<file path="src/rtl/core/cidd_pkg.sv">
// ----------------------------------------------------------------------------
// cidd_pkg
// Types and constants shared by the caller-ID message deframer modules.
// ----------------------------------------------------------------------------
package cidd_pkg;

  // Event codes on the input channel.
  typedef enum logic [1:0] {
    CMD_CARRIER = 2'd0,
    CMD_DCLK    = 2'd1,
    CMD_DRDY    = 2'd2,
    CMD_ABORT   = 2'd3
  } cmd_t;

  // Framer phase.
  typedef enum logic [1:0] {
    PH_STANDBY = 2'd0,
    PH_LENGTH  = 2'd1,
    PH_BODY    = 2'd2
  } phase_t;

  // Byte kinds on the result channel.
  localparam logic [1:0] KIND_TYPE     = 2'd0;
  localparam logic [1:0] KIND_LENGTH   = 2'd1;
  localparam logic [1:0] KIND_BODY     = 2'd2;
  localparam logic [1:0] KIND_CHECKSUM = 2'd3;

  // Status codes on the result channel.
  localparam logic [1:0] ST_OK       = 2'd0;
  localparam logic [1:0] ST_CSUM_ERR = 2'd1;
  localparam logic [1:0] ST_BAD_LEN  = 2'd2;

  // Configuration register indexes.
  localparam int unsigned CFG_IDX_W = 2;
  localparam logic [CFG_IDX_W-1:0] CFG_MDMF_TYPE = 2'd0;
  localparam logic [CFG_IDX_W-1:0] CFG_SDMF_TYPE = 2'd1;
  localparam logic [CFG_IDX_W-1:0] CFG_MAX_TOTAL = 2'd2;

  localparam logic [7:0] MDMF_TYPE_RST = 8'd128;
  localparam logic [7:0] SDMF_TYPE_RST = 8'd4;
  localparam logic [7:0] MAX_TOTAL_RST = 8'd255;

  // Framing limits: shortest legal length, and header plus checksum bytes.
  localparam logic [7:0] MIN_LENGTH  = 8'd2;
  localparam logic [8:0] FRAME_EXTRA = 9'd3;

  typedef struct packed {
    cmd_t cmd;
    logic data_bit;
  } item_t;

  typedef struct packed {
    logic [7:0] out_byte;
    logic [1:0] byte_kind;
    logic       last_byte;
    logic [1:0] status;
  } result_t;

  // Handshake between the input register and the framer.
  typedef struct packed {
    logic  valid;
    item_t item;
  } stage_t;

endpackage

</file>
<file path="src/rtl/core/cidd_if.sv">
// ----------------------------------------------------------------------------
// cidd_if
// Valid/ready channels for decoder events and deframed bytes.
// ----------------------------------------------------------------------------
interface cidd_in_if;
  logic       valid;
  logic       ready;
  logic [1:0] cmd;
  logic       data_bit;

  modport source (output valid, output cmd, output data_bit, input ready);
  modport sink (input valid, input cmd, input data_bit, output ready);
endinterface

interface cidd_out_if;
  logic       valid;
  logic       ready;
  logic [7:0] out_byte;
  logic [1:0] byte_kind;
  logic       last_byte;
  logic [1:0] status;

  modport source (output valid, output out_byte, output byte_kind, output last_byte,
                  output status, input ready);
  modport sink (input valid, input out_byte, input byte_kind, input last_byte,
                input status, output ready);
endinterface

</file>
<file path="src/rtl/core/cidd_in_stage.sv">
// ----------------------------------------------------------------------------
// cidd_in_stage
// Input register holding one decoder event until the framer takes it.
// ----------------------------------------------------------------------------
module cidd_in_stage (
  input  logic           clk,
  input  logic           rst,
  input  logic           in_valid,
  output logic           in_ready,
  input  cidd_pkg::item_t in_item,
  input  logic           take,
  output cidd_pkg::stage_t stage
);
  import cidd_pkg::*;

  logic  vld;
  item_t item;

  assign in_ready = !vld || take;
  assign stage    = '{valid: vld, item: item};

  always_ff @(posedge clk) begin
    if (rst) begin
      vld <= 1'b0;
    end else if (in_ready) begin
      vld <= in_valid;
    end
  end

  always_ff @(posedge clk) begin
    if (in_ready && in_valid) begin
      item <= in_item;
    end
  end

endmodule

</file>
<file path="src/rtl/core/cidd_framer.sv">
// ----------------------------------------------------------------------------
// cidd_framer
// Bit assembly, framing state and configuration registers; computes at most
// one result per event.
// ----------------------------------------------------------------------------
module cidd_framer (
  input  logic                              clk,
  input  logic                              rst,
  input  logic                              cfg_wr_en,
  input  logic [cidd_pkg::CFG_IDX_W-1:0]    cfg_index,
  input  logic [7:0]                        cfg_data,
  input  logic                              step,
  input  cidd_pkg::item_t                   item,
  output logic                              res_vld,
  output cidd_pkg::result_t                 res
);
  import cidd_pkg::*;

  logic [7:0] mdmf_type;
  logic [7:0] sdmf_type;
  logic [7:0] max_total;

  logic [7:0] shift_byte, shift_byte_next;
  logic       armed, armed_next;
  phase_t     phase, phase_next;
  logic [7:0] bytes_left, bytes_left_next;
  logic [7:0] running_sum, running_sum_next;

  logic [7:0] sum_add;
  logic [8:0] len_total;

  assign sum_add   = running_sum + shift_byte;
  assign len_total = {1'b0, shift_byte} + FRAME_EXTRA;

  always_comb begin
    shift_byte_next  = shift_byte;
    armed_next       = armed;
    phase_next       = phase;
    bytes_left_next  = bytes_left;
    running_sum_next = running_sum;
    res_vld          = 1'b0;
    res              = '{out_byte: shift_byte, byte_kind: KIND_TYPE, last_byte: 1'b0,
                         status: ST_OK};
    unique case (item.cmd)
      CMD_CARRIER: begin
        phase_next      = PH_STANDBY;
        shift_byte_next = '0;
        armed_next      = 1'b1;
      end
      CMD_DCLK: begin
        if (armed) begin
          shift_byte_next = {item.data_bit, shift_byte[7:1]};
        end
      end
      CMD_DRDY: begin
        shift_byte_next = '0;
        unique case (phase)
          PH_STANDBY: begin
            if (shift_byte == mdmf_type || shift_byte == sdmf_type) begin
              running_sum_next = shift_byte;
              phase_next       = PH_LENGTH;
              res_vld          = 1'b1;
            end
          end
          PH_LENGTH: begin
            res_vld       = 1'b1;
            res.byte_kind = KIND_LENGTH;
            if (shift_byte < MIN_LENGTH || len_total > {1'b0, max_total}) begin
              phase_next    = PH_STANDBY;
              res.last_byte = 1'b1;
              res.status    = ST_BAD_LEN;
            end else begin
              running_sum_next = sum_add;
              bytes_left_next  = shift_byte + 8'd1;
              phase_next       = PH_BODY;
            end
          end
          PH_BODY: begin
            res_vld          = 1'b1;
            running_sum_next = sum_add;
            if (bytes_left <= 8'd1) begin
              // Checksum byte: the whole message must sum to zero.
              bytes_left_next = '0;
              phase_next      = PH_STANDBY;
              res.byte_kind   = KIND_CHECKSUM;
              res.last_byte   = 1'b1;
              res.status      = (sum_add != 8'd0) ? ST_CSUM_ERR : ST_OK;
            end else begin
              bytes_left_next = bytes_left - 8'd1;
              res.byte_kind   = KIND_BODY;
            end
          end
          default: begin
            phase_next = PH_STANDBY;
          end
        endcase
      end
      CMD_ABORT: begin
        phase_next       = PH_STANDBY;
        shift_byte_next  = '0;
        armed_next       = 1'b0;
        bytes_left_next  = '0;
        running_sum_next = '0;
      end
      default: begin
        phase_next = phase;
      end
    endcase
  end

  always_ff @(posedge clk) begin
    if (rst) begin
      shift_byte  <= '0;
      armed       <= 1'b0;
      phase       <= PH_STANDBY;
      bytes_left  <= '0;
      running_sum <= '0;
    end else if (step) begin
      shift_byte  <= shift_byte_next;
      armed       <= armed_next;
      phase       <= phase_next;
      bytes_left  <= bytes_left_next;
      running_sum <= running_sum_next;
    end
  end

  always_ff @(posedge clk) begin
    if (rst) begin
      mdmf_type <= MDMF_TYPE_RST;
      sdmf_type <= SDMF_TYPE_RST;
      max_total <= MAX_TOTAL_RST;
    end else if (cfg_wr_en) begin
      unique case (cfg_index)
        CFG_MDMF_TYPE: mdmf_type <= cfg_data;
        CFG_SDMF_TYPE: sdmf_type <= cfg_data;
        CFG_MAX_TOTAL: max_total <= cfg_data;
        default: ;
      endcase
    end
  end

endmodule

</file>
<file path="src/rtl/core/cidd_out_reg.sv">
// ----------------------------------------------------------------------------
// cidd_out_reg
// Result register driving the output channel.
// ----------------------------------------------------------------------------
module cidd_out_reg (
  input  logic              clk,
  input  logic              rst,
  input  logic              load,
  input  logic              res_vld,
  input  cidd_pkg::result_t res,
  input  logic              out_ready,
  output logic              out_valid,
  output cidd_pkg::result_t out_res,
  output logic              can_load
);
  import cidd_pkg::*;

  assign can_load = !out_valid || out_ready;

  always_ff @(posedge clk) begin
    if (rst) begin
      out_valid <= 1'b0;
    end else if (load) begin
      out_valid <= res_vld;
    end else if (out_ready) begin
      out_valid <= 1'b0;
    end
  end

  always_ff @(posedge clk) begin
    if (load && res_vld) begin
      out_res <= res;
    end
  end

endmodule

</file>
<file path="src/rtl/core/caller_id_message_deframer_unit.sv">
// ----------------------------------------------------------------------------
// caller_id_message_deframer_unit
// Caller-ID (SDMF/MDMF) deframer fed by bit-serial decoder events.
// ----------------------------------------------------------------------------
// Each event (carrier detect, data clock, data ready, abort) is taken into an
// input register and processed once the result register is free or being
// drained; the framer then updates its state and loads the result register,
// which presents the result on the output. One event is taken per clock as
// long as the result register is free or being drained, so the sustained rate
// is one event per cycle. Events that produce no byte simply pass through
// without occupying the result register.
// Configuration writes are only allowed while no event is in flight.
// ----------------------------------------------------------------------------
module caller_id_message_deframer_unit (
  input  logic                           clk,
  input  logic                           rst,
  input  logic                           cfg_wr_en,
  input  logic [cidd_pkg::CFG_IDX_W-1:0] cfg_index,
  input  logic [7:0]                     cfg_data,
  cidd_in_if.sink                        din,
  cidd_out_if.source                     dout
);
  import cidd_pkg::*;

  item_t   in_item;
  stage_t  stage;
  logic    step;
  logic    can_load;
  logic    res_vld;
  result_t res;
  result_t out_res;

  assign in_item = '{cmd: cmd_t'(din.cmd), data_bit: din.data_bit};
  assign step    = stage.valid && can_load;

  cidd_in_stage u_in_stage (
    .clk      (clk),
    .rst      (rst),
    .in_valid (din.valid),
    .in_ready (din.ready),
    .in_item  (in_item),
    .take     (step),
    .stage    (stage)
  );

  cidd_framer u_framer (
    .clk       (clk),
    .rst       (rst),
    .cfg_wr_en (cfg_wr_en),
    .cfg_index (cfg_index),
    .cfg_data  (cfg_data),
    .step      (step),
    .item      (stage.item),
    .res_vld   (res_vld),
    .res       (res)
  );

  cidd_out_reg u_out_reg (
    .clk       (clk),
    .rst       (rst),
    .load      (step),
    .res_vld   (res_vld),
    .res       (res),
    .out_ready (dout.ready),
    .out_valid (dout.valid),
    .out_res   (out_res),
    .can_load  (can_load)
  );

  assign dout.out_byte  = out_res.out_byte;
  assign dout.byte_kind = out_res.byte_kind;
  assign dout.last_byte = out_res.last_byte;
  assign dout.status    = out_res.status;

endmodule

</file>
<file path="src/flat_wrapper.sv">
// flat-port wrapper written by rule: the top's interface ports become plain ports
module caller_id_message_deframer_unit_flat import cidd_pkg::*;
  (clk, rst, cfg_wr_en, cfg_index, cfg_data, din_valid, din_cmd, din_data_bit, din_ready, dout_valid, dout_out_byte, dout_byte_kind, dout_last_byte, dout_status, dout_ready);
  cidd_in_if din_i ();
  cidd_out_if dout_i ();
  input  logic clk;
  input  logic rst;
  input  logic cfg_wr_en;
  input  logic [cidd_pkg::CFG_IDX_W-1:0] cfg_index;
  input  logic [7:0] cfg_data;
  input wire logic [$bits(din_i.valid)-1:0] din_valid;
  input wire logic [$bits(din_i.cmd)-1:0] din_cmd;
  input wire logic [$bits(din_i.data_bit)-1:0] din_data_bit;
  output wire logic [$bits(din_i.ready)-1:0] din_ready;
  output wire logic [$bits(dout_i.valid)-1:0] dout_valid;
  output wire logic [$bits(dout_i.out_byte)-1:0] dout_out_byte;
  output wire logic [$bits(dout_i.byte_kind)-1:0] dout_byte_kind;
  output wire logic [$bits(dout_i.last_byte)-1:0] dout_last_byte;
  output wire logic [$bits(dout_i.status)-1:0] dout_status;
  input wire logic [$bits(dout_i.ready)-1:0] dout_ready;
  assign din_i.valid = din_valid;
  assign din_i.cmd = din_cmd;
  assign din_i.data_bit = din_data_bit;
  assign din_ready = din_i.ready;
  assign dout_valid = dout_i.valid;
  assign dout_out_byte = dout_i.out_byte;
  assign dout_byte_kind = dout_i.byte_kind;
  assign dout_last_byte = dout_i.last_byte;
  assign dout_status = dout_i.status;
  assign dout_i.ready = dout_ready;
  caller_id_message_deframer_unit u_core (.clk(clk), .rst(rst), .cfg_wr_en(cfg_wr_en), .cfg_index(cfg_index), .cfg_data(cfg_data), .din(din_i), .dout(dout_i));
endmodule
</file>
<file path="config.mk">
export PLATFORM = sky130hd
export DESIGN_NAME = caller_id_message_deframer_unit_flat
export DESIGN_NICKNAME = d
export VERILOG_FILES = /design/src/rtl/core/cidd_pkg.sv /design/src/rtl/core/cidd_if.sv /design/src/rtl/core/cidd_in_stage.sv /design/src/rtl/core/cidd_framer.sv /design/src/rtl/core/cidd_out_reg.sv /design/src/rtl/core/caller_id_message_deframer_unit.sv /design/src/flat_wrapper.sv
export SDC_FILE = /design/constraint.sdc
export NUM_CORES = 1
export LEC_CHECK = 0
export BUFFER_PORTS_ARGS = -buffer_cell sky130_fd_sc_hd__buf_2
export CAP_MARGIN = 20
export CORE_AREA = 2 2 104 106
export DETAILED_ROUTE_END_ITERATION = 8
export DIE_AREA = 0 0 106 108
export PLACE_DENSITY = 0.61
export SKIP_CTS_REPAIR_TIMING = 1
export SYNTH_ARGS = -nofsm -noshare
export SYNTH_HDL_FRONTEND = slang
export SYNTH_SLANG_ARGS = --single-unit
</file>
<file path="constraint.sdc">
create_clock -name clk -period 3.8 [get_ports clk]
set_clock_uncertainty 0.15 [all_clocks]
set_input_delay 0 -clock clk [delete_from_list [all_inputs] [get_ports clk]]
set_output_delay 0 -clock clk [all_outputs]
set_load 0.05 [all_outputs]
</file>
==> impl_metrics.py <==
metrics = {
    "finish": {
        "multi_input_area_sq_um": 2250,
        "register_area_sq_um": 1540,
        "drive_above_1_share_pct": 15.0,
        "stdcell_area_sq_um": 4660,
        "instances_no_fill": 610,
        "nets": 514,
        "fillCellCount": 1012,
        "area_delta_synth_final_pct": 16.3,
        "diodes": 0,
    },
    "pwr": {
        "power.total_w": 0.00156,
        "cellPowerDensity_nw_per_um2": 336,
        "irDropWorstVdd_mv": 0.176,
        "power.leakage_nw": 1.88,
    },
    "run": {
        "maxCapViolations": 0,
    },
    "yosys": {
        "synthesis.nets": 470,
        "synth_common_cells": "53 x dfxtp_1, 46 x nor2_1, 29 x xnor2_1",
        "synth_area_leaders": "dfxtp_1 27%, edfxtp_1 12%, ha_1 8.1%",
        "syn_avg_cell_area_sq_um": 9.42,
        "synth_edf_count": 16,
        "synthMuxAreaShare_pct": 6.00,
        "synth_top_cell_by_area": "dfxtp_1",
        "synth-seq-cells": 69,
        "ys_seq_area_share_pct": 38.5,
        "synth_compound_area_share_pct": 16.6,
        "synth_top_family_by_area": "compound AO/OA/AOI/OAI gates",
        "synth_async_sr_flop_share_pct": 0,
        "synth_most_common_cell": "dfxtp_1",
        "syn_area_sq_um": 4000,
        "synth_flop_cell": "dfxtp_1",
        "yosys_warnings": 0,
        "synth_fa_ha_area_share_pct": 8.63,
        "yosysTopAreaCellShare_pct": 26.5,
        "synth.distinct_cells": 54,
        "synth_xor_area_share_pct": 9.50,
        "yosys.area_share.simple_pct": 15.2,
        "syn_inst": 425,
    },
    "cts": {
        "numCtsBuffers": 9,
        "numClockSinks": 69,
        "h-tree-depth": 3,
        "clockBufferDepth": 2,
        "root_buffer": "clkbuf_8",
        "clkTransAtPathRegs_ns": 0.08,
        "cts_tree": "done",
        "clk_latency_ns": 0.35,
    },
    "critical_path": {
        "worst_path_most_repeated_cell": "nand3_1",
        "crit_arrival_ns": 3.50,
        "crit_path_max_fanout": 17,
        "crit_slowest_cell": "or4_1",
        "required_ns": 3.93,
        "timing.setup.critical_path_class": "reg2reg",
        "crit_path_max_incr_delay_ns": 0.56,
        "r2r.worst_path.cells": 11,
        "cp_top_family": "simple AND/OR/NAND/NOR gates",
        "worstPathCellList": "nand2_1, nor2_1, nand3_1, xnor2_1, ha_1, nand3_1, or3_1, o31a_1, o21a_1, or4_1, a21oi_1",
        "endpoint_kind": "flop",
        "crit_buf_inv": 0,
        "crit_path_start_kind": "flop",
        "cp.depth": 11,
    },
    "floorplanning": {
        "core-area_sq_um": 10200,
        "die-area_sq_um": 11400,
        "die_h_um": 108,
        "io_pins": 33,
        "rows": 37,
        "die_x_um": 106,
        "start_util_pct": 39.1,
    },
    "grt": {
        "antenna_found_initial": 0,
        "grt_util_all_layers_pct": 17.5,
        "grt_pass1_wl_mm": 15.7,
        "grt_start_max_net_pins": 39,
        "grt_pass1_vias": 3136,
        "overflow": 0,
    },
    "place": {
        "dp_slack_ns": 0.480,
        "dp_cells": 579,
        "finalWeightedCongestion": 0.844,
        "dp_hpwl_mm": 6.95,
        "placed_cell_area_sq_um": 4290,
        "placement.io_buffers": 32,
    },
    "sta": {
        "fin_crit_sh_pct": 88.8,
        "rsz0062_at_grt": "false",
        "final-setup-viol-count": 0,
        "maxSlewHeadroom_pct": 58.6,
        "fin_crit_ns": 3.38,
        "finalHoldViolations": 0,
        "setup_slack_ns": 0.425,
        "tns_ns": 0,
        "report.final.slew_viol_count": 0,
        "fmax_mhz": 296,
        "tightest_slew_ns": 0.617,
    },
    "routing": {
        "drt-total-wl_mm": 9.44,
        "num_vias": 3254,
        "drtIter0Drc": 128,
        "drt-wirelength-per-cell_um": 15.5,
        "vias_per_cell": 5.33,
        "drtAntennaViolNets": 0,
        "drc": 0,
        "first_pass_iters": 4,
    },
    "worst_hold_path": {
        "whs_path_depth": 5,
        "hold_class": "in2reg",
    },
    "status": {
        "status": "finished, final reports clean",
    },
}
[cells in the final DEF, fill, tap and decap left out, drive strengths merged, types with 10 or more instances in the layout]
cell / n
a21oi: 17
buf: 43
clkbuf: 10
dfxtp: 53
dlygate4sd3: 15
edfxtp: 16
ha: 26
inv: 23
mux2i: 24
nand2: 19
nor2: 46
o21ai: 18
xnor2: 33
[stage by stage]
stage / util, % / hold slack [ns]
global placement: 41.9 / 0.0315
floorplan: - / -0.0511
CTS: 44.0 / -0.349
global route: 45.5 / 0.0829
detailed placement: 41.9 / 0.0281
finish: 45.5 / 0.0525
[metal layers]
| layer | up-vias | track usage [%] | routed length (um) |
|---|---|---|---|
| met1 | 1566 | 22.4 | 4390 |
| met4 | 0 | 5.92 | 135 |
| met2 | 61 | 29.3 | 4560 |
| li1 | 1614 | - | - |
| met5 | - | 0 | 0 |
| met3 | 13 | 3.80 | 351 |
[worst register-to-register path: stages, from the launching register on]
cell     delay [ns]
dfxtp_1        0.52
nand2_1        0.11
nor2_1         0.20
nand3_1        0.12
xnor2_1        0.16
ha_1           0.32
nand3_1        0.11
or3_1          0.38
o31a_1         0.14
o21a_1         0.38
or4_1          0.56
a21oi_1        0.16
[power breakdown]
group	internal (W)	switching, W
clock	0.000370	0.000289
combinational	0.0000568	0.0000756
sequential	0.000763	0.00000973
total	0.00119	0.000375
[layout make-up]
cell class              instances  area share [%]
multi-input cells             309            48.4
flip-flops and latches         69            33.1
repair buffers                 58            8.44
well taps                     136            3.65
clock buffers                  10            2.74
clock inverters                 6            1.88
inverters                      22            1.77
[state kept, by name (all words and copies together), names as in the netlist]
signal                       cells
u_core.u_framer.armed            1
u_core.u_framer.bytes_left       8
u_core.u_framer.max_total        8
u_core.u_framer.mdmf_type        8
u_core.u_framer.phase            2
u_core.u_framer.running_sum      8
u_core.u_framer.sdmf_type        8
u_core.u_framer.shift_byte       8
u_core.u_in_stage.stage          3
u_core.u_in_stage.vld            1
u_core.u_out_reg.out_res        13
u_core.u_out_reg.out_valid       1
[kinds of logic (layout without fill, tap and decap cells)]
group	Yosys count	count (layout)
XOR/XNOR	40	40
multiplexers	24	24
buffers and inverters	47	96
AND/OR/NAND/NOR	121	121
AO/OA/AOI/OAI	97	97
adder cells (fa/ha/maj)	27	27
flip-flops	69	69
[worst paths after layout]
kind / slack, ns / startpoint / end
hold / removal: 0.05 / cfg_index[1] / u_core.u_framer.mdmf_type[2]
hold reg to reg: 0.34 / u_core.u_framer.running_sum[0] / u_core.u_framer.running_sum[0]
setup reg to reg: 0.42 / u_core.u_framer.shift_byte[3] / u_core.u_framer.running_sum[1]
setup / recovery: 0.42 / u_core.u_framer.shift_byte[3] / u_core.u_framer.running_sum[1]
No activity file was read; power rests on OpenSTA's default activity.
